**config.mk**
```make
export PLATFORM = sky130hd
export DESIGN_NAME = fpsr_out_queue
export DESIGN_NICKNAME = d
export VERILOG_FILES = /design/src/rtl/core/fpsr_pkg.sv /design/src/rtl/core/fpsr_out_queue.sv
export SDC_FILE = /design/constraint.sdc
export NUM_CORES = 1
export LEC_CHECK = 0
export BUFFER_PORTS_ARGS = -buffer_cell sky130_fd_sc_hd__buf_2
export CORE_MARGIN = 2
export CORE_UTILIZATION = 57
export DETAILED_ROUTE_END_ITERATION = 16
export GPL_ROUTABILITY_DRIVEN = 0
export GPL_TIMING_DRIVEN = 0
export PLACE_DENSITY = 0.86
export SETUP_SLACK_MARGIN = 0.5
export SYNTH_ARGS = -nofsm -noshare
export SYNTH_HDL_FRONTEND = slang
export SYNTH_SLANG_ARGS = --single-unit
```
**constraint.sdc**
```tcl
create_clock -name i_clk -period 8.45 [get_ports i_clk]
set_input_delay 1.69 -clock i_clk [delete_from_list [all_inputs] [get_ports i_clk]]
set_output_delay 1.69 -clock i_clk [all_outputs]
set_load 0.01 [all_outputs]
```
**src/rtl/core/fpsr_pkg.sv**
```systemverilog
// ============================================================================
// fpsr_pkg
// Shared constants and types of the five-point stencil residual block.
// ============================================================================
`default_nettype none

package fpsr_pkg;

    // Defaults of the top-level parameters.
    localparam int MAX_COLS_DEFAULT    = 1024;
    localparam int SAMPLE_BITS_DEFAULT = 32;

    // Fixed field widths.
    localparam int ROW_W = 16;
    localparam int COL_W = 10;
    localparam int GC_W  = 11;
    localparam int GR_W  = 16;

    // Configuration port.
    localparam int PADDR_W = 3;
    localparam int PDATA_W = 32;

    // Register indexes (paddr bit 2).
    localparam logic REG_GRID_COLUMNS = 1'b0;
    localparam logic REG_GRID_ROWS    = 1'b1;

    localparam logic [GC_W-1:0] GRID_COLUMNS_RESET = GC_W'(1024);
    localparam logic [GR_W-1:0] GRID_ROWS_RESET    = GR_W'(1024);

    // Output queue.
    localparam int Q_DEPTH = 4;
    localparam int QPTR_W  = 2;
    localparam int QCNT_W  = 3;

    // Position and end-of-frame flag of one emitted cell.
    typedef struct packed {
        logic [ROW_W-1:0] row;
        logic [COL_W-1:0] col;
        logic             last;
    } t_tag;

    localparam int TAG_W = $bits(t_tag);

    // Which of the two possible results of one input item are written.
    typedef struct packed {
        logic first;
        logic second;
    } t_push;

endpackage

`default_nettype wire

```
**src/rtl/core/fpsr_out_queue.sv**
```systemverilog
// ============================================================================
// fpsr_out_queue
// Four-entry result queue that takes up to two results per cycle.
// ============================================================================
`default_nettype none

module fpsr_out_queue #(
    parameter int DATA_W = fpsr_pkg::SAMPLE_BITS_DEFAULT + 1 + fpsr_pkg::TAG_W
) (
    input  wire logic                        i_clk,
    input  wire logic                        i_rst_n,
    input  wire fpsr_pkg::t_push             i_push,
    input  wire logic [DATA_W-1:0]           i_data0,
    input  wire logic [DATA_W-1:0]           i_data1,
    input  wire logic                        i_stall,
    output logic                             o_valid,
    output logic [DATA_W-1:0]                o_data,
    output logic [fpsr_pkg::QCNT_W-1:0]      o_count
);

    logic [DATA_W-1:0]              r_entry [fpsr_pkg::Q_DEPTH];
    logic [fpsr_pkg::QPTR_W-1:0]    r_wr_ptr;
    logic [fpsr_pkg::QPTR_W-1:0]    r_rd_ptr;
    logic [fpsr_pkg::QCNT_W-1:0]    r_count;
    logic [fpsr_pkg::QPTR_W-1:0]    second_ptr;
    logic [fpsr_pkg::QCNT_W-1:0]    push_n;
    logic                           pop;

    assign pop        = o_valid && !i_stall;
    assign push_n     = fpsr_pkg::QCNT_W'(i_push.first) + fpsr_pkg::QCNT_W'(i_push.second);
    assign second_ptr = r_wr_ptr + fpsr_pkg::QPTR_W'(i_push.first);

    assign o_valid = (r_count != '0);
    assign o_data  = r_entry[r_rd_ptr];
    assign o_count = r_count;

    always_ff @(posedge i_clk) begin
        if (i_push.first) begin
            r_entry[r_wr_ptr] <= i_data0;
        end
        if (i_push.second) begin
            r_entry[second_ptr] <= i_data1;
        end
    end

    always_ff @(posedge i_clk) begin
        if (!i_rst_n) begin
            r_wr_ptr <= '0;
            r_rd_ptr <= '0;
            r_count  <= '0;
        end else begin
            r_wr_ptr <= r_wr_ptr + fpsr_pkg::QPTR_W'(push_n);
            r_rd_ptr <= r_rd_ptr + fpsr_pkg::QPTR_W'(pop);
            r_count  <= r_count + push_n - fpsr_pkg::QCNT_W'(pop);
        end
    end

endmodule

`default_nettype wire

```
# --- Word-level counts from Yosys, hierarchy flattened ---
# Memories as Yosys holds them, arrays and structs flattened. A register that Yosys moved wholly into a read port is not among the register bits.
# Cells that the tools add are included.
totals:
  ramBits: 240
  mem_bits_ro: 0
  memories: 1
  reg_bits: 7
  latch_bits: 0
  wordCells: 18
mem_list:
  columns: ["name", "words", "width", "read_ports", "rd_clocked_by_memory_dff", "wr", "line_no", "text"]
  rows:
  - ["r_entry", 4, 60, 1, 1, 2, "fpsr_out_queue.sv:21", "logic [DATA_W-1:0] r_entry [fpsr_pkg::Q_DEPTH];"]
classes:
  muxes: 5
  add_sub_neg: 6
  multipliers: 0
  bitwise: 0
  n_div: 0
  shifts: 0
  n_lt_le_gt_ge: 0
  reduce_logical: 3
  eq_ne: 0
ops:
  columns: ["op", "count"]
  rows:
  - ["2-bit by 1-bit adder with 2-bit output", 2]
  - ["1-bit 2-to-1 mux", 4]
  - ["3-bit by 2-bit adder with 3-bit output", 1]
  - ["3-bit nonzero test", 1]
  - ["3-bit by 1-bit subtractor with 3-bit output", 1]
  - ["1-bit by 1-bit adder with 2-bit output", 1]
  - ["2-bit adder", 1]
  - ["2-bit 2-to-1 mux", 1]
  - ["1-bit logical AND", 1]
  - ["1-bit logical NOT", 1]

# --- Longest topological paths before layout ---
logic_depth:
  depth_word: 4
  depth_mapped: 10
  ltp_nobuf: 10

# --- Worst setup path before layout ---
# Ideal clock, no wire load.
synth_path:
  path_kind: "input to register"
  from: "input i_push[1] (netlist bit)"
  to: "memory r_entry[0][0] (netlist bit), enable pin"
  path_stages: 2
  path_buffers: 0
  path_slack_ns: 1.912
  setup_ns: 0.561
  arrival_ns: 5.977
  path_cell_list: "nand2b_1 o21ai_0"
synth_rtl:
  columns: ["item", "line_no", "text"]
  rows:
  - ["from (decl)", "fpsr_out_queue.sv:12", "input wire fpsr_pkg::t_push i_push,"]
  - ["to (decl)", "fpsr_out_queue.sv:21", null]

==> impl_metrics.toml <==
[cts]
clk_pin_slew_worst_paths_ns = 0.06
cts.hold.buffers_added = 0
postCtsSetupRepairBufs = 0
cts_buffers = 26
clock_sink_count = 247
cts_resized = 0
root_buffer = "clkbuf_16"
clock_path_buffers = 3
cts_tree = "done"
cts.htree.levels = 1
insertion_delay_ns = 0.53

[global_routing]
antenna_found_initial = 1
grt.met1_usage_pct = 30.28
gr-total-overflow = 0
grt_util_met3_pct = 3.506
track_usage_pct = 24.00
first_global_vias = 7335
grt_max_degree = 35
grtUsageMet2_pct = 42.65
grt-busiest-layer = "met2"
grt_first_pass_wirelength_um = 40580

[yosys]
seq_area_frac_synth_pct = 60.46
synth_top_cells_by_area = "edfxtp_1 59%, mux2_2 17%, mux4_2 11%"
synth_top_area_share_pct = 59.31
synthCells = 626
ys_types = 23
ys_warn_count = 0
syn_avg_cell_area_um2 = 19.41
synthesis.nets = 759
yosys.area.top_type = "edfxtp_1"
ys_ff_latch = 247
synth_area_um2 = 12150

[placement]
pre_cts_ws_ns = 3.991
place_area_um2 = 13600
io_buffers = 188
dp_cells = 1095
dpl.hpwl_um = 17160

[floorplanning]
fp.dieW_um = 150.0
coreArea_um2 = 20960
io_pins = 189
chipHeight_um = 150.0
row_count = 53
start_util_pct = 57.99
die_area_um2 = 22500

[final_layout]
final_util_pct = 68.89
final_cells = 1142
fin_nets = 981
most-common-layout-cells = "240 x edfxtp_1, 213 x buf_2, 181 x mux2_2"
area_growth_syn_to_layout_pct = 18.79
postLayoutCellArea_um2 = 14440
drive_gt1_share_pct = 65.01
final_common_cell = "edfxtp_1"

[drt]
via_count = 6795
wl_per_cell_um = 23.28
drtPass1Iterations = 5
drcViolationCount = 0
drtIter0Drc = 355
drt-total-wl_um = 26580
ant_nets = 0
routed_via_density = 5.950

[critical_path]
worstSetupEndpointType = "output pin"
worstSetupPathType = "register to output pin"
worstPathRequired_ns = 6.76
cp_max_fo = 10
r2r-start = "r_wr_ptr[0]"
start_kind = "register"
cp-startpoint = "r_rd_ptr[1]"
cp.arrival_ns = 2.41

[power_and_ir_drop]
combPwrFrac_pct = 29.5
pwr-share-clk_pct = 28.6
p_switching_mw = 1.093
p_int_mw = 2.815
p_leak_nw = 5.386
p_seq_share_pct = 41.9
ir_worst_vdd_mv = 0.2134
switching_share_pct = 27.97
powerDensity_nw_per_um2 = 270.7

[timing]
rsz0062_at_grt = "false"
fin_ws_ns = 4.347
layout_worst_path_cycle_share_pct = 48.55
setup_violations = 0
worstMarginPinSlew_ns = 0.8025
skew_ns = 0.009077
drv_slew = 0
hold_viol = 0
max_clock_freq_ghz = 0.2437
slew_headroom_pct = 46.30
min_period_ns = 4.103
hold_slack_ns = 0.5919

[run]
drv_cap = 0

[outcome]
status = "complete, no violations"

[min_path]
hold_start = "r_rd_ptr[0]"
hold_class = "register to register"
[cell usage after synthesis]
library cell / number
nor2_1: 1
mux4_2: 60
nand2b_1: 1
a31o_2: 2
nand3b_1: 1
or3_1: 1
and2_1: 6
edfxtp_1: 240
xnor2_1: 4
mux2_4: 59
or3b_1: 1
nand2_1: 1
inv_1: 6
xor2_1: 2
fa_1: 1
o21ai_0: 2
mux2_2: 181
nor2b_1: 3
buf_6: 6
dfxtp_1: 7
ha_1: 7
buf_2: 25
clkbuf_1: 9
[power by group through the flow]
| stage | clock network, mW | logic (mW) | registers, mW |
|---|---|---|---|
| global route | 1.17 | 1.24 | 1.65 |
| detailed placement | 0 | 1.16 | 1.66 |
| global placement | 0 | 1.11 | 1.69 |
| finish | 1.12 | 1.15 | 1.64 |
| floorplan | 0 | 0.756 | 1.66 |
| CTS | 1.13 | 1.17 | 1.64 |
[sequential cells by signal (all words and copies together) (netlist names)]
| signal | flops |
|---|---|
| o_count | 3 |
| r_entry | 240 |
| r_wr_ptr | 2 |
| r_rd_ptr | 2 |
[path summary, 6_finish.rpt]
kind	end	slack, ns	cells after the start
worst max-delay path	o_data[58]	4.35	4
worst min-delay path	r_rd_ptr[0]	0.59	2
worst max register to register	r_entry[3][25]	5.47	6
worst min register to register	r_rd_ptr[0]	0.59	2
[cells by family after synthesis]
group | synth area share, %
AO/OA/AOI/OAI | 0.2266
buffers and inverters | 2.049
flip-flops | 60.46
XOR/XNOR | 0.4325
AND/OR/NAND/NOR | 0.7620
multiplexers | 35.18
adder cells (fa/ha/maj) | 0.8855
[critical path, stage by stage, from the launching register on]
cell and delay [ns]:
dfxtp_1 0.31, clkbuf_1 0.36, clkbuf_1 0.62, mux4_2 0.44, buf_2 0.16
[through the flow]
stage / total power [mW] / TNS [ns]
floorplan: 2.416 / 0
global placement: 2.794 / -185.82
detailed placement: 2.821 / 0
CTS: 3.942 / 0
global route: 4.067 / 0
finish: 3.907 / 0
[area by class of cell]
class / count / area [µm²]
Inverter: 6 / 22.52
Fill cell: 1372 / 6520
Timing Repair Buffer: 194 / 1069
Clock buffer: 31 / 669.4
Antenna cell: 1 / 2.502
Multi-Input combinational cell: 333 / 4596
Sequential cell: 247 / 7347
Clock inverter: 15 / 158.9
Buffer: 40 / 226.5
Tap cell: 275 / 344.1
[metal layers]
layer,wire length [µm],vias up
met5,0,-
met3,1447,55
met1,10490,3505
met2,13900,226
met4,752,0
li1,-,3009
Power figures use the tool's default switching activity.
